==> src/rtl/core/accumulator_cpu_step_unit_assert.svh <==
// ----------------------------------------------------------------------------
// Assertion macros for the accumulator CPU step unit
// Each macro clocks on clk and is disabled while arst_n is low.
// ----------------------------------------------------------------------------
`ifndef ACCUMULATOR_CPU_STEP_UNIT_ASSERT_SVH
`define ACCUMULATOR_CPU_STEP_UNIT_ASSERT_SVH

// Same-cycle implication: cons holds whenever ante holds.
`define ACS_ASSERT_NOW(label, ante, cons, msg) \
	label: assert property (@(posedge clk) disable iff (!arst_n) (ante) |-> (cons)) \
		else $error(msg);

// Next-cycle implication: cons holds in the cycle after ante.
`define ACS_ASSERT_NEXT(label, ante, cons, msg) \
	label: assert property (@(posedge clk) disable iff (!arst_n) (ante) |=> (cons)) \
		else $error(msg);

`endif

==> src/rtl/core/acs_pkg.sv <==
// ----------------------------------------------------------------------------
// acs_pkg
// Types, command codes and opcodes shared by the accumulator CPU step unit.
// ----------------------------------------------------------------------------
package acs_pkg;

	localparam int MEM_DEPTH_DEF = 256;

	typedef logic [7:0] byte_t;

	typedef enum logic [1:0] {
		CMD_WRITE = 2'd0,
		CMD_READ  = 2'd1,
		CMD_EXEC  = 2'd2,
		CMD_START = 2'd3
	} cmd_t;

	typedef enum logic [2:0] {
		ST_IDLE,
		ST_RD,
		ST_OP,
		ST_OPND,
		ST_DATA,
		ST_RESP
	} state_t;

	// Opcodes, matched on the full byte
	localparam byte_t OP_HLT = 8'd240;
	localparam byte_t OP_STA = 8'd16;
	localparam byte_t OP_LDA = 8'd32;
	localparam byte_t OP_ADD = 8'd48;
	localparam byte_t OP_OR  = 8'd64;
	localparam byte_t OP_AND = 8'd80;
	localparam byte_t OP_NOT = 8'd96;
	localparam byte_t OP_JMP = 8'd128;
	localparam byte_t OP_JN  = 8'd144;
	localparam byte_t OP_JZ  = 8'd160;

endpackage

==> src/rtl/core/acs_req_if.sv <==
// ----------------------------------------------------------------------------
// acs_req_if
// Command channel: one beat carries a command, an address and a data byte.
// ----------------------------------------------------------------------------
interface acs_req_if;
	logic          valid;
	logic          ready;
	logic [1:0]    cmd;
	acs_pkg::byte_t address;
	acs_pkg::byte_t data;

	modport source (output valid, output cmd, output address, output data, input ready);
	modport sink   (input valid, input cmd, input address, input data, output ready);
endinterface

==> src/rtl/core/acs_rsp_if.sv <==
// ----------------------------------------------------------------------------
// acs_rsp_if
// Result channel: one beat per command with read data and machine state.
// ----------------------------------------------------------------------------
interface acs_rsp_if;
	logic           valid;
	logic           ready;
	acs_pkg::byte_t read_data;
	acs_pkg::byte_t acc_value;
	acs_pkg::byte_t pc_value;
	logic           halted;

	modport source (output valid, output read_data, output acc_value, output pc_value,
		output halted, input ready);
	modport sink   (input valid, input read_data, input acc_value, input pc_value,
		input halted, output ready);
endinterface

==> src/rtl/core/acs_ram.sv <==
// ----------------------------------------------------------------------------
// acs_ram
// Single-port synchronous byte memory, registered read data.
// ----------------------------------------------------------------------------
module acs_ram #(
	parameter int DEPTH = acs_pkg::MEM_DEPTH_DEF
) (
	input  logic                     clk,
	input  logic                     we,
	input  logic                     re,
	input  logic [$clog2(DEPTH)-1:0] addr,
	input  acs_pkg::byte_t           wdata,
	output acs_pkg::byte_t           rdata
);

	acs_pkg::byte_t mem [DEPTH];
	acs_pkg::byte_t rdata_q;

	always_ff @(posedge clk) begin
		if (we) begin
			mem[addr] <= wdata;
		end
		if (re) begin
			rdata_q <= mem[addr];
		end
	end

	assign rdata = rdata_q;

endmodule

==> src/rtl/core/accumulator_cpu_step_unit.sv <==
// Path, accept to result valid: write, start or a halted execute via RESP; read via RD,
// RESP; STA, NOT, jumps, HLT or NOP via OP, OPND, RESP; LDA/ADD/OR/AND add DATA before RESP.
// A new command is taken only back in IDLE, after RESP loads the result; the single memory
// port serializes opcode, operand and data reads, one per cycle.
// Reset (arst_n low): accumulator, PC, halt flag, FSM and result valid clear at once;
// memory contents are undefined until written.
// ----------------------------------------------------------------------------
// accumulator_cpu_step_unit
// 8-bit accumulator machine stepped one command per beat: memory write, memory
// read, start, or execute one instruction. State memory is a synchronous RAM.
// ----------------------------------------------------------------------------
module accumulator_cpu_step_unit #(
	parameter int MEM_DEPTH = acs_pkg::MEM_DEPTH_DEF
) (
	input  logic   clk,
	input  logic   arst_n,
	acs_req_if.sink   req,
	acs_rsp_if.source rsp
);

	localparam int AW = $clog2(MEM_DEPTH);

	// Architectural registers
	acs_pkg::byte_t  acc_q;
	acs_pkg::byte_t  pc_q;
	logic            halt_q;

	// Control
	acs_pkg::state_t state_q, state_d;
	acs_pkg::byte_t  op_q;
	acs_pkg::byte_t  rd_q;

	// Result register
	logic            rsp_valid_q;
	acs_pkg::byte_t  rsp_read_data_q;
	acs_pkg::byte_t  rsp_acc_q;
	acs_pkg::byte_t  rsp_pc_q;
	logic            rsp_halted_q;

	// Memory port
	logic            mem_we;
	logic            mem_re;
	acs_pkg::byte_t  mem_addr;
	acs_pkg::byte_t  mem_wdata;
	acs_pkg::byte_t  mem_rdata;
	logic [AW-1:0]   mem_idx;
	logic [AW-1:0]   idx_lut [256];

	logic            req_ready;
	logic            req_fire;
	logic            rsp_load;
	acs_pkg::byte_t  pc_inc1;
	acs_pkg::byte_t  pc_inc2;

	assign req_fire = req.valid && req_ready;
	assign pc_inc1  = pc_q + 8'd1;
	assign pc_inc2  = pc_q + 8'd2;

	// Every byte address folds modulo the memory depth; a constant table does it.
	always_comb begin
		for (int i = 0; i < 256; i++) begin
			idx_lut[i] = AW'(i % MEM_DEPTH);
		end
	end

	assign mem_idx = idx_lut[mem_addr];

	acs_ram #(
		.DEPTH (MEM_DEPTH)
	) u_ram (
		.clk   (clk),
		.we    (mem_we),
		.re    (mem_re),
		.addr  (mem_idx),
		.wdata (mem_wdata),
		.rdata (mem_rdata)
	);

	// FSM state register
	always_ff @(posedge clk or negedge arst_n) begin
		if (!arst_n) begin
			state_q <= acs_pkg::ST_IDLE;
		end else begin
			state_q <= state_d;
		end
	end

	// Next state and memory control. Reads are issued in the state before the
	// one that consumes mem_rdata.
	always_comb begin
		state_d   = state_q;
		mem_we    = 1'b0;
		mem_re    = 1'b0;
		mem_addr  = pc_q;
		mem_wdata = acc_q;
		req_ready = 1'b0;
		rsp_load  = 1'b0;
		case (state_q)
			acs_pkg::ST_IDLE: begin
				req_ready = 1'b1;
				if (req.valid) begin
					case (acs_pkg::cmd_t'(req.cmd))
						acs_pkg::CMD_WRITE: begin
							mem_we    = 1'b1;
							mem_addr  = req.address;
							mem_wdata = req.data;
							state_d   = acs_pkg::ST_RESP;
						end
						acs_pkg::CMD_READ: begin
							mem_re   = 1'b1;
							mem_addr = req.address;
							state_d  = acs_pkg::ST_RD;
						end
						acs_pkg::CMD_EXEC: begin
							if (halt_q) begin
								// Halted: report state unchanged
								state_d = acs_pkg::ST_RESP;
							end else begin
								mem_re   = 1'b1;
								mem_addr = pc_q;
								state_d  = acs_pkg::ST_OP;
							end
						end
						acs_pkg::CMD_START: begin
							state_d = acs_pkg::ST_RESP;
						end
						default: begin
							state_d = acs_pkg::ST_RESP;
						end
					endcase
				end
			end
			acs_pkg::ST_RD: begin
				state_d = acs_pkg::ST_RESP;
			end
			acs_pkg::ST_OP: begin
				// Opcode on mem_rdata; fetch the operand byte
				mem_re   = 1'b1;
				mem_addr = pc_inc1;
				state_d  = acs_pkg::ST_OPND;
			end
			acs_pkg::ST_OPND: begin
				// Operand on mem_rdata
				case (op_q)
					acs_pkg::OP_STA: begin
						mem_we    = 1'b1;
						mem_addr  = mem_rdata;
						mem_wdata = acc_q;
						state_d   = acs_pkg::ST_RESP;
					end
					acs_pkg::OP_LDA, acs_pkg::OP_ADD, acs_pkg::OP_OR, acs_pkg::OP_AND: begin
						mem_re   = 1'b1;
						mem_addr = mem_rdata;
						state_d  = acs_pkg::ST_DATA;
					end
					default: begin
						state_d = acs_pkg::ST_RESP;
					end
				endcase
			end
			acs_pkg::ST_DATA: begin
				state_d = acs_pkg::ST_RESP;
			end
			acs_pkg::ST_RESP: begin
				// Hold here while the previous result still waits
				if (!rsp_valid_q || rsp.ready) begin
					rsp_load = 1'b1;
					state_d  = acs_pkg::ST_IDLE;
				end
			end
			default: begin
				state_d = acs_pkg::ST_IDLE;
			end
		endcase
	end

	// Accumulator, PC and halt flag
	always_ff @(posedge clk or negedge arst_n) begin
		if (!arst_n) begin
			acc_q  <= 8'd0;
			pc_q   <= 8'd0;
			halt_q <= 1'b0;
		end else begin
			case (state_q)
				acs_pkg::ST_IDLE: begin
					if (req_fire && (acs_pkg::cmd_t'(req.cmd) == acs_pkg::CMD_START)) begin
						acc_q  <= req.data;
						pc_q   <= req.address;
						halt_q <= 1'b0;
					end
				end
				acs_pkg::ST_OPND: begin
					case (op_q)
						acs_pkg::OP_HLT: begin
							halt_q <= 1'b1;
						end
						acs_pkg::OP_STA: begin
							pc_q <= pc_inc2;
						end
						acs_pkg::OP_LDA, acs_pkg::OP_ADD, acs_pkg::OP_OR, acs_pkg::OP_AND: begin
							// Finish in the data state
							pc_q <= pc_q;
						end
						acs_pkg::OP_NOT: begin
							acc_q <= ~acc_q;
							pc_q  <= pc_inc1;
						end
						acs_pkg::OP_JMP: begin
							pc_q <= mem_rdata;
						end
						acs_pkg::OP_JN: begin
							pc_q <= acc_q[7] ? mem_rdata : pc_inc2;
						end
						acs_pkg::OP_JZ: begin
							pc_q <= (acc_q == 8'd0) ? mem_rdata : pc_inc2;
						end
						default: begin
							// Unknown byte: step over it
							pc_q <= pc_inc1;
						end
					endcase
				end
				acs_pkg::ST_DATA: begin
					case (op_q)
						acs_pkg::OP_LDA: acc_q <= mem_rdata;
						acs_pkg::OP_ADD: acc_q <= acc_q + mem_rdata;
						acs_pkg::OP_OR:  acc_q <= acc_q | mem_rdata;
						acs_pkg::OP_AND: acc_q <= acc_q & mem_rdata;
						default:         acc_q <= acc_q;
					endcase
					pc_q <= pc_inc2;
				end
				default: begin
					acc_q <= acc_q;
				end
			endcase
		end
	end

	// Opcode latch and read data capture
	always_ff @(posedge clk) begin
		if (state_q == acs_pkg::ST_OP) begin
			op_q <= mem_rdata;
		end
		if (req_fire) begin
			rd_q <= 8'd0;
		end else if (state_q == acs_pkg::ST_RD) begin
			rd_q <= mem_rdata;
		end
	end

	// Result register: load a beat, drop valid once taken
	always_ff @(posedge clk or negedge arst_n) begin
		if (!arst_n) begin
			rsp_valid_q <= 1'b0;
		end else if (rsp_load) begin
			rsp_valid_q <= 1'b1;
		end else if (rsp.ready) begin
			rsp_valid_q <= 1'b0;
		end
	end

	always_ff @(posedge clk) begin
		if (rsp_load) begin
			rsp_read_data_q <= rd_q;
			rsp_acc_q       <= acc_q;
			rsp_pc_q        <= pc_q;
			rsp_halted_q    <= halt_q;
		end
	end

	assign req.ready     = req_ready;
	assign rsp.valid     = rsp_valid_q;
	assign rsp.read_data = rsp_read_data_q;
	assign rsp.acc_value = rsp_acc_q;
	assign rsp.pc_value  = rsp_pc_q;
	assign rsp.halted    = rsp_halted_q;

	`include "accumulator_cpu_step_unit_assert.svh"

	`ACS_ASSERT_NEXT(a_halted_exec_idle, req_fire && (req.cmd == acs_pkg::CMD_EXEC) && halt_q, (state_q == acs_pkg::ST_RESP) && $stable(pc_q) && $stable(acc_q), "execute while halted changed state")
	`ACS_ASSERT_NOW(a_mem_write_src, mem_we, ((state_q == acs_pkg::ST_IDLE) && req.valid && (req.cmd == acs_pkg::CMD_WRITE)) || ((state_q == acs_pkg::ST_OPND) && (op_q == acs_pkg::OP_STA)), "memory write outside write command or STA")
	`ACS_ASSERT_NOW(a_rsp_from_resp, $rose(rsp.valid), $past(state_q) == acs_pkg::ST_RESP, "result beat raised outside response state")
	`ACS_ASSERT_NEXT(a_start_loads, req_fire && (req.cmd == acs_pkg::CMD_START), !halt_q && (pc_q == $past(req.address)) && (acc_q == $past(req.data)), "start did not load PC, accumulator and halt")

endmodule

==> src/flat_wrapper.sv <==
// flat-port wrapper written by rule: the top's interface ports become plain ports
module accumulator_cpu_step_unit_flat 
#(
	parameter int MEM_DEPTH = acs_pkg::MEM_DEPTH_DEF
)
  (clk, arst_n, req_valid, req_cmd, req_address, req_data, req_ready, rsp_valid, rsp_read_data, rsp_acc_value, rsp_pc_value, rsp_halted, rsp_ready);
  acs_req_if req_i ();
  acs_rsp_if rsp_i ();
  input  logic clk;
  input  logic arst_n;
  input wire logic [$bits(req_i.valid)-1:0] req_valid;
  input wire logic [$bits(req_i.cmd)-1:0] req_cmd;
  input wire logic [$bits(req_i.address)-1:0] req_address;
  input wire logic [$bits(req_i.data)-1:0] req_data;
  output wire logic [$bits(req_i.ready)-1:0] req_ready;
  output wire logic [$bits(rsp_i.valid)-1:0] rsp_valid;
  output wire logic [$bits(rsp_i.read_data)-1:0] rsp_read_data;
  output wire logic [$bits(rsp_i.acc_value)-1:0] rsp_acc_value;
  output wire logic [$bits(rsp_i.pc_value)-1:0] rsp_pc_value;
  output wire logic [$bits(rsp_i.halted)-1:0] rsp_halted;
  input wire logic [$bits(rsp_i.ready)-1:0] rsp_ready;
  assign req_i.valid = req_valid;
  assign req_i.cmd = req_cmd;
  assign req_i.address = req_address;
  assign req_i.data = req_data;
  assign req_ready = req_i.ready;
  assign rsp_valid = rsp_i.valid;
  assign rsp_read_data = rsp_i.read_data;
  assign rsp_acc_value = rsp_i.acc_value;
  assign rsp_pc_value = rsp_i.pc_value;
  assign rsp_halted = rsp_i.halted;
  assign rsp_i.ready = rsp_ready;
  accumulator_cpu_step_unit #(.MEM_DEPTH(MEM_DEPTH)) u_core (.clk(clk), .arst_n(arst_n), .req(req_i), .rsp(rsp_i));
endmodule
==> config.mk <==
export PLATFORM = sky130hd
export DESIGN_NAME = accumulator_cpu_step_unit_flat
export DESIGN_NICKNAME = d
export VERILOG_FILES = /design/src/rtl/core/acs_pkg.sv /design/src/rtl/core/acs_req_if.sv /design/src/rtl/core/acs_rsp_if.sv /design/src/rtl/core/acs_ram.sv /design/src/rtl/core/accumulator_cpu_step_unit.sv /design/src/flat_wrapper.sv
export VERILOG_INCLUDE_DIRS = /design/src /design/src/rtl/core
export SDC_FILE = /design/constraint.sdc
export NUM_CORES = 2
export LEC_CHECK = 0
export ABC_AREA = 1
export BUFFER_PORTS_ARGS = -buffer_cell sky130_fd_sc_hd__buf_2
export CAP_MARGIN = 10
export CORE_MARGIN = 2
export CORE_UTILIZATION = 52
export DETAILED_ROUTE_END_ITERATION = 10
export PLACE_DENSITY = 0.73
export SYNTH_ARGS = -nofsm -noshare
export SYNTH_HDL_FRONTEND = slang
export SYNTH_SLANG_ARGS = --single-unit
export TNS_END_PERCENT = 5
==> constraint.sdc <==
create_clock -name clk -period 10.4 [get_ports clk]
set_input_delay 1.04 -clock clk [delete_from_list [all_inputs] [get_ports clk]]
set_output_delay 1.04 -clock clk [all_outputs]
set_load 0.005 [all_outputs]
; Word level (Yosys, flattened, before mapping)
; Memories as Yosys holds them, arrays and structs flattened. A register that Yosys moved wholly into a read port is not among the register bits.
; Cells that the tools add are included.
; Widths: inputs -> output; s select.
[op_classes]
n_mul = 0
n_mux = 43
add_sub_neg = 3
magnitude_cmp = 1
bitwise_logic = 4
shift = 0
n_reduce_logical = 20
eq_ne = 25
div_mod_pow = 0
[op_table]
columns = op, count
row1 = $mux 8, 13
row2 = $pmux 8 s3, 3
row3 = $pmux 8 s5, 1
row4 = $eq 8x8->1 const B, 4
row5 = $pmux 8 s4, 1
row6 = $eq 8x7->1 const B, 3
row7 = $eq 8x6->1 const B, 2
row8 = $mux 1, 16
row9 = $pmux 3 s5, 1
row10 = $reduce_or 5->1, 2
row11 = $ge 9x9->1 const B, 1
row12 = $mux 3, 3
row13 = $not 8->9, 1
row14 = $pmux 3 s3, 1
row15 = $add 8x1->8 const B, 1
row16 = $add 8x2->8 const B, 1
row17 = $add 8x8->8, 1
row18 = $and 8x8->8, 1
row19 = $eq 8x5->1 const B, 1
row20 = $logic_not 8->1, 1
row21 = $not 8->8, 1
row22 = $or 8x8->8, 1
row23 = $eq 3x2->1 const B, 2
row24 = $eq 3x3->1 const B, 2
row25 = 20 further kinds, 32
[totals]
mem_bits_rw = 2048
input_bits = 22
regBits = 62
latch_bits = 0
rom_bits = 2048
output_inout_bits = 27
elab_cells = 109
n_memories = 2
[mem_list]
columns = name, depth, word_bits, rd, rd_clocked_by_memory_dff, wr, line
row1 = (no name shown), 256, 8, 1, 0, 0, accumulator_cpu_step_unit.sv:66  ; assign mem_idx = idx_lut[mem_addr];
row2 = u_core.u_ram.mem, 256, 8, 1, 1, 1, acs_ram.sv:16  ; acs_pkg::byte_t mem [DEPTH];

; Depth between registers and ports, before layout
[logic_depth]
word_depth = 9
depth_mapped = 25
mapped_depth_nobuf = 22

; Hierarchy
; A second synthesis with hierarchy kept.
[hier_totals]
cells_unflattened = 8678
area_unflattened_um2 = 89490.8
[by_module_without_submodules]
columns = mod, area_each_um2, cells_each, instances
row1 = acs_ram, 84936.5, 8021, 1
row2 = accumulator_cpu_step_unit, 4554.4, 657, 1

; Worst setup path before layout
; No wires, ideal clock.
[synth_timing]
path_kind = input port to flip-flop
startpoint = input req_cmd[0]
endpoint = memory u_core.u_ram.mem[0][5] in the netlist's numbering, data pin
t_required_ps = 8821
t_arrival_ps = 8654
n_path_buf = 1
path_slack_ps = 167
path_stages = 6
path_cell_list = inv_1 > ha_1 > nand2_1 > clkbuf_1 > nor2_1 > a21oi_1
[synth_between]
elab_chain_cells = 4
[synth_lines]
columns = item, line
row1 = start: declaration, flat_wrapper.sv:12  ; input wire logic [$bits(req_i.cmd)-1:0] req_cmd;
row2 = $logic_not 2->1, accumulator_cpu_step_unit.sv:102  ; case (acs_pkg::cmd_t'(req.cmd))
row3 = $mux 8, accumulator_cpu_step_unit.sv:102
row4 = $mux 8, accumulator_cpu_step_unit.sv:101  ; if (req.valid) begin
row5 = $mux 8, -
row6 = via u_core.mem_wdata[5], accumulator_cpu_step_unit.sv:44  ; acs_pkg::byte_t mem_wdata;
row7 = end: declaration, acs_ram.sv:16
; The timed path passes the listed nets, and every way through them passes these cells.

; Worst setup path after layout
[layout_timing]
startpoint = register u_core.state_q[1]
endpoint = register u_core.u_ram.rdata_q[3], in the netlist u_core.u_ram.rdata[3] (read register of u_core.u_ram.mem), data pin
[layout_between]
elab_chain_cells = 6
elab_cells_between_ends = 9
[layout_lines]
columns = item, line
row1 = start: declaration, accumulator_cpu_step_unit.sv:29  ; acs_pkg::state_t state_q, state_d;
row2 = start signal: assignment, accumulator_cpu_step_unit.sv:82  ; state_q <= acs_pkg::ST_IDLE;
row3 = start signal: assignment, accumulator_cpu_step_unit.sv:84  ; state_q <= state_d;
row4 = $eq 3x2->1 or $logic_not 3->1 (tied branches), accumulator_cpu_step_unit.sv:98  ; case (state_q)
row5 = $pmux 8 s3, accumulator_cpu_step_unit.sv:98
row6 = $not 8->9 (not written as such), accumulator_cpu_step_unit.sv:66
row7 = $mem_v2 256x8, -
row8 = $mux 8 (not written as such) (2 in series), accumulator_cpu_step_unit.sv:66
row9 = end: declaration, acs_ram.sv:17  ; acs_pkg::byte_t rdata_q;
; Several ways; a longest one is shown, not always the timed one. The select of a mux whose other input is x is not followed.
; A chain may end at the register's enable or synchronous reset.

==> metrics <==
Yosys cell types=46; IO Port Bufs=between 40 and 50; CTS H-tree depth=4; Syn Nets=~9000; Critical Path AT=7400 ps; clk_lat worst skew=about 860 ps; main combinational cell family by area after synthesis=simple AND/OR/NAND/NOR gates; placed inst area=~0.093 mm²; global-route usage over all layers=between 20% and 30%; post-route antenna net violation count=0; number of gates resized after CTS=0; die width=423 µm; vias in the first global route=60895; VDD IR max=0.405 mV; Pleak=just over 40 nW; Critical Path Sink Type=register; Synth Area in XOR/XNOR=0.0863%; mux share of post-synthesis cell area=0%; Post-Synthesis Cells=roughly 9100; Yosys warnings=0; post-route cell area=~0.10 mm²; grt total ovfl=0; Setup Skew=37.9 ps; initial antenna violation count=9; Final Hold Viols=0; Worst-path clk slew=60 ps; initial core utilization=52.4%; Remaining DRCs=0; startpoint types=register; Layout Nets=slightly below 9000; worst-path maximum fanout=108; share of post-route cells with drive strength above 1=4.87%; Fillers=around 14000; Fmax=between 0.1 and 0.15 GHz; Iter 0 DRT Violations=around 9000; RSZ-0062 raised after global routing=false; routability congestion estimate=around 0.9; Longest Clk Path Bufs=3; minimum clock period=~6700 ps; CTS Sinks=approximately 2100; setup TNS=0 ps; Core ar.=between 0.15 and 0.2 mm²; first-pass GRT wire length=between 300000 and 400000 µm; vias per inst=about 5.7; I/O pin cnt=approximately 50; hold_buf cts=0; Critical Path RT=~11000 ps; die span in y=423 µm; PD cells=333 mW/mm²; Adder-Cell Fraction of Synth Area=0.337%; Hold WC Path Type=primary input to asynchronous set/reset pin; Compound-Gate Fraction of Synth Area=~1.7%; Final setup viols=0; Post-DP HPWL=about 130000 µm; Yosys reg bits=about 2100; die area=~0.18 mm²; CTS tree=yes; CTS buffer count=roughly 200; area of the mapped netlist=roughly 0.091 mm²; max-slew violation count=0; Slew Limit Headroom=17.6%; kind of critical path=register to register; row count=~150; first-pass detailed-route iteration total=7; Layout area overhead=9.11%; Max-Cap Viols=0; simple-gate share of the synthesized area=between 20 and 30%; Worst-Margin Slew=1230 ps; Routed WL=245000 µm; Multi-input gate area=0.0255 mm²; register area share after synthesis=a little over two thirds; setup bufs post-CTS=0; via count=approximately 64000; final period utilization=between 60 and 70%; largest net degree at the start of global routing=around 210; register area=approximately 0.063 mm²; syn avg cell area=~10 µm²; status=finished, final reports clean; Root Buffer=clkbuf_16; DR WL/cell=~22 µm
[cell usage in the layout, fill, tap and decap left out, types with 3 or more instances in the layout]
cell	instances
clkinv_2	24
o21ai_1	96
clkinv_1	62
nor3_1	6
inv_6	4
o221ai_1	3
a21oi_1	40
o211ai_1	8
buf_2	48
bufinv_16	16
a31oi_1	5
nand4_1	6
o2111ai_1	7
ha_1	23
nand3_2	6
o21ai_0	78
clkbuf_1	41
dfxtp_1	8
nor2_1	391
buf_12	22
a221oi_1	11
buf_4	58
inv_1	98
clkbuf_16	206
a211oi_1	4
xor2_1	8
edfxtp_1	2089
nor2_2	8
inv_2	10
a21oi_4	8
nand2_1	5039
nand3_1	533
a22oi_1	15
dfrtp_1	21
nor2_4	5
[synthesized netlist by cell type, drive strengths merged]
| library cell | number | area (µm²) |
|---|---|---|
| nand2 | 5045 | 19000 |
| edfxtp | 2089 | 62700 |
| nand3 | 540 | 2720 |
| nor2 | 404 | 1550 |
| clkbuf | 261 | 980 |
| buf | 248 | 1230 |
| o21ai | 176 | 881 |
| inv | 111 | 417 |
| a21oi | 48 | 240 |
| ha | 23 | 288 |
| dfrtp | 21 | 526 |
| a22oi | 15 | 113 |
| a221oi | 11 | 96.3 |
| dfxtp | 8 | 160 |
| o211ai | 8 | 60.1 |
| xor2 | 8 | 70.1 |
| nand4 | 7 | 50.1 |
| o2111ai | 7 | 61.3 |
| nor3 | 6 | 30.0 |
| a31oi | 5 | 31.3 |
| a211oi | 4 | 30.0 |
| o221ai | 3 | 26.3 |
| nor4 | 2 | 12.5 |
| o31ai | 2 | 15.0 |
| or2 | 2 | 12.5 |
| a221o | 1 | 10.0 |
| a31o | 1 | 8.76 |
| a32oi | 1 | 8.76 |
| and2 | 1 | 6.26 |
| fa | 1 | 20.0 |
| nor3b | 1 | 7.51 |
| o21bai | 1 | 7.51 |
| o311ai | 1 | 8.76 |
| xnor2 | 1 | 8.76 |
[routing by layer]
layer / up-vias / track usage [%] / wire length (µm)
met3: 471 / 5.13 / 26400
li1: 29560 / - / -
met1: 30664 / 37.6 / 96000
met2: 3654 / 42.3 / 114000
met4: 4 / 9.76 / 8870
met5: - / 0 / 26
[final cells by class]
class	instances	share of cell area, %
diodes	2	0.00502
clock buffers	247	5.33
clock inverters	111	0.950
inverters	111	0.436
multi-input cells	6325	25.6
flip-flops and latches	2118	63.6
well taps	2325	2.92
repair buffers	131	1.16
[worst max-delay path, stage by stage, from the launching register on]
cell,delay (ps)
dfrtp_1,420
inv_2,90
nor2_1,90
nand2_1,320
inv_1,730
nand3_1,340
nand2_8,380
nand2_8,500
inv_8,720
buf_4,830
nand2_1,120
nand2_1,110
nand2_1,50
nand2_1,140
nand2_1,70
nand2_1,120
o21ai_1,80
nand2_1,260
nor2_1,100
nor2_1,500
nor2_1,230
nand2_1,110
[path summary, 6_finish.rpt]
check	endpoint	startpoint	cells past startpoint	slack [ps]
min in group clk	u_core.rsp.valid	rsp_ready	2	390
worst max-delay path	u_core.u_ram.rdata[3]	u_core.state_q[1]	21	3710
worst min-delay path	u_core.acc_q[3]	arst_n	1	180
worst max register to register	u_core.u_ram.rdata[3]	u_core.state_q[1]	21	3710
worst min register to register	u_core.rsp.read_data[4]	u_core.rd_q[4]	0	430
max in group asynchronous	u_core.pc_q[4]	arst_n	1	9840
[logic make-up after synthesis]
| group | count (synthesis) |
|---|---|
| AO/OA/AOI/OAI | 284 |
| flip-flops | 2118 |
| AND/OR/NAND/NOR | 6008 |
| XOR/XNOR | 9 |
| adder cells (fa/ha/maj) | 24 |
| buffers and inverters | 620 |
[sequential cells by signal, indices dropped and copies added, names as in the netlist]
| register | flops |
|---|---|
| u_core.rd_q | 8 |
| u_core.state_q | 3 |
| u_core.rsp.halted | 1 |
| u_core.rsp.acc_value | 8 |
| u_core.acc_q | 8 |
| u_core.rsp.pc_value | 8 |
| u_core.u_ram.rdata | 8 |
| u_core.halt_q | 1 |
| u_core.u_ram.mem | 2048 |
| u_core.pc_q | 8 |
| u_core.rsp.valid | 1 |
| u_core.rsp.read_data | 8 |
| u_core.op_q | 8 |
[power by group]
part           internal (W)  total [W]  switching [W]
clock network       0.00399    0.00709        0.00310
registers            0.0108     0.0109      0.0000999
logic               0.00346     0.0152         0.0117
total                0.0183     0.0332         0.0149
[metrics by stage]
| stage | total power, W | utilization (%) | hold WS [ps] | cells | setup slack, ps |
|---|---|---|---|---|---|
| 3_5_place_dp | 0.0259 | 53.6 | 418 | 11009 | 3820 |
| 6_report | 0.0332 | 57.2 | 179 | 11370 | 3710 |
| 3_3_place_gp | 0.0257 | 53.6 | 417 | 11007 | 3860 |
| 4_1_cts | 0.0329 | 57.2 | 149 | 11367 | 3880 |
| 2_1_floorplan | 0.0214 | - | 408 | 9063 | 167 |
| 5_1_grt | 0.0349 | 57.2 | 176 | 11369 | 3420 |
Note: power is estimated with default switching activity, not from simulation.
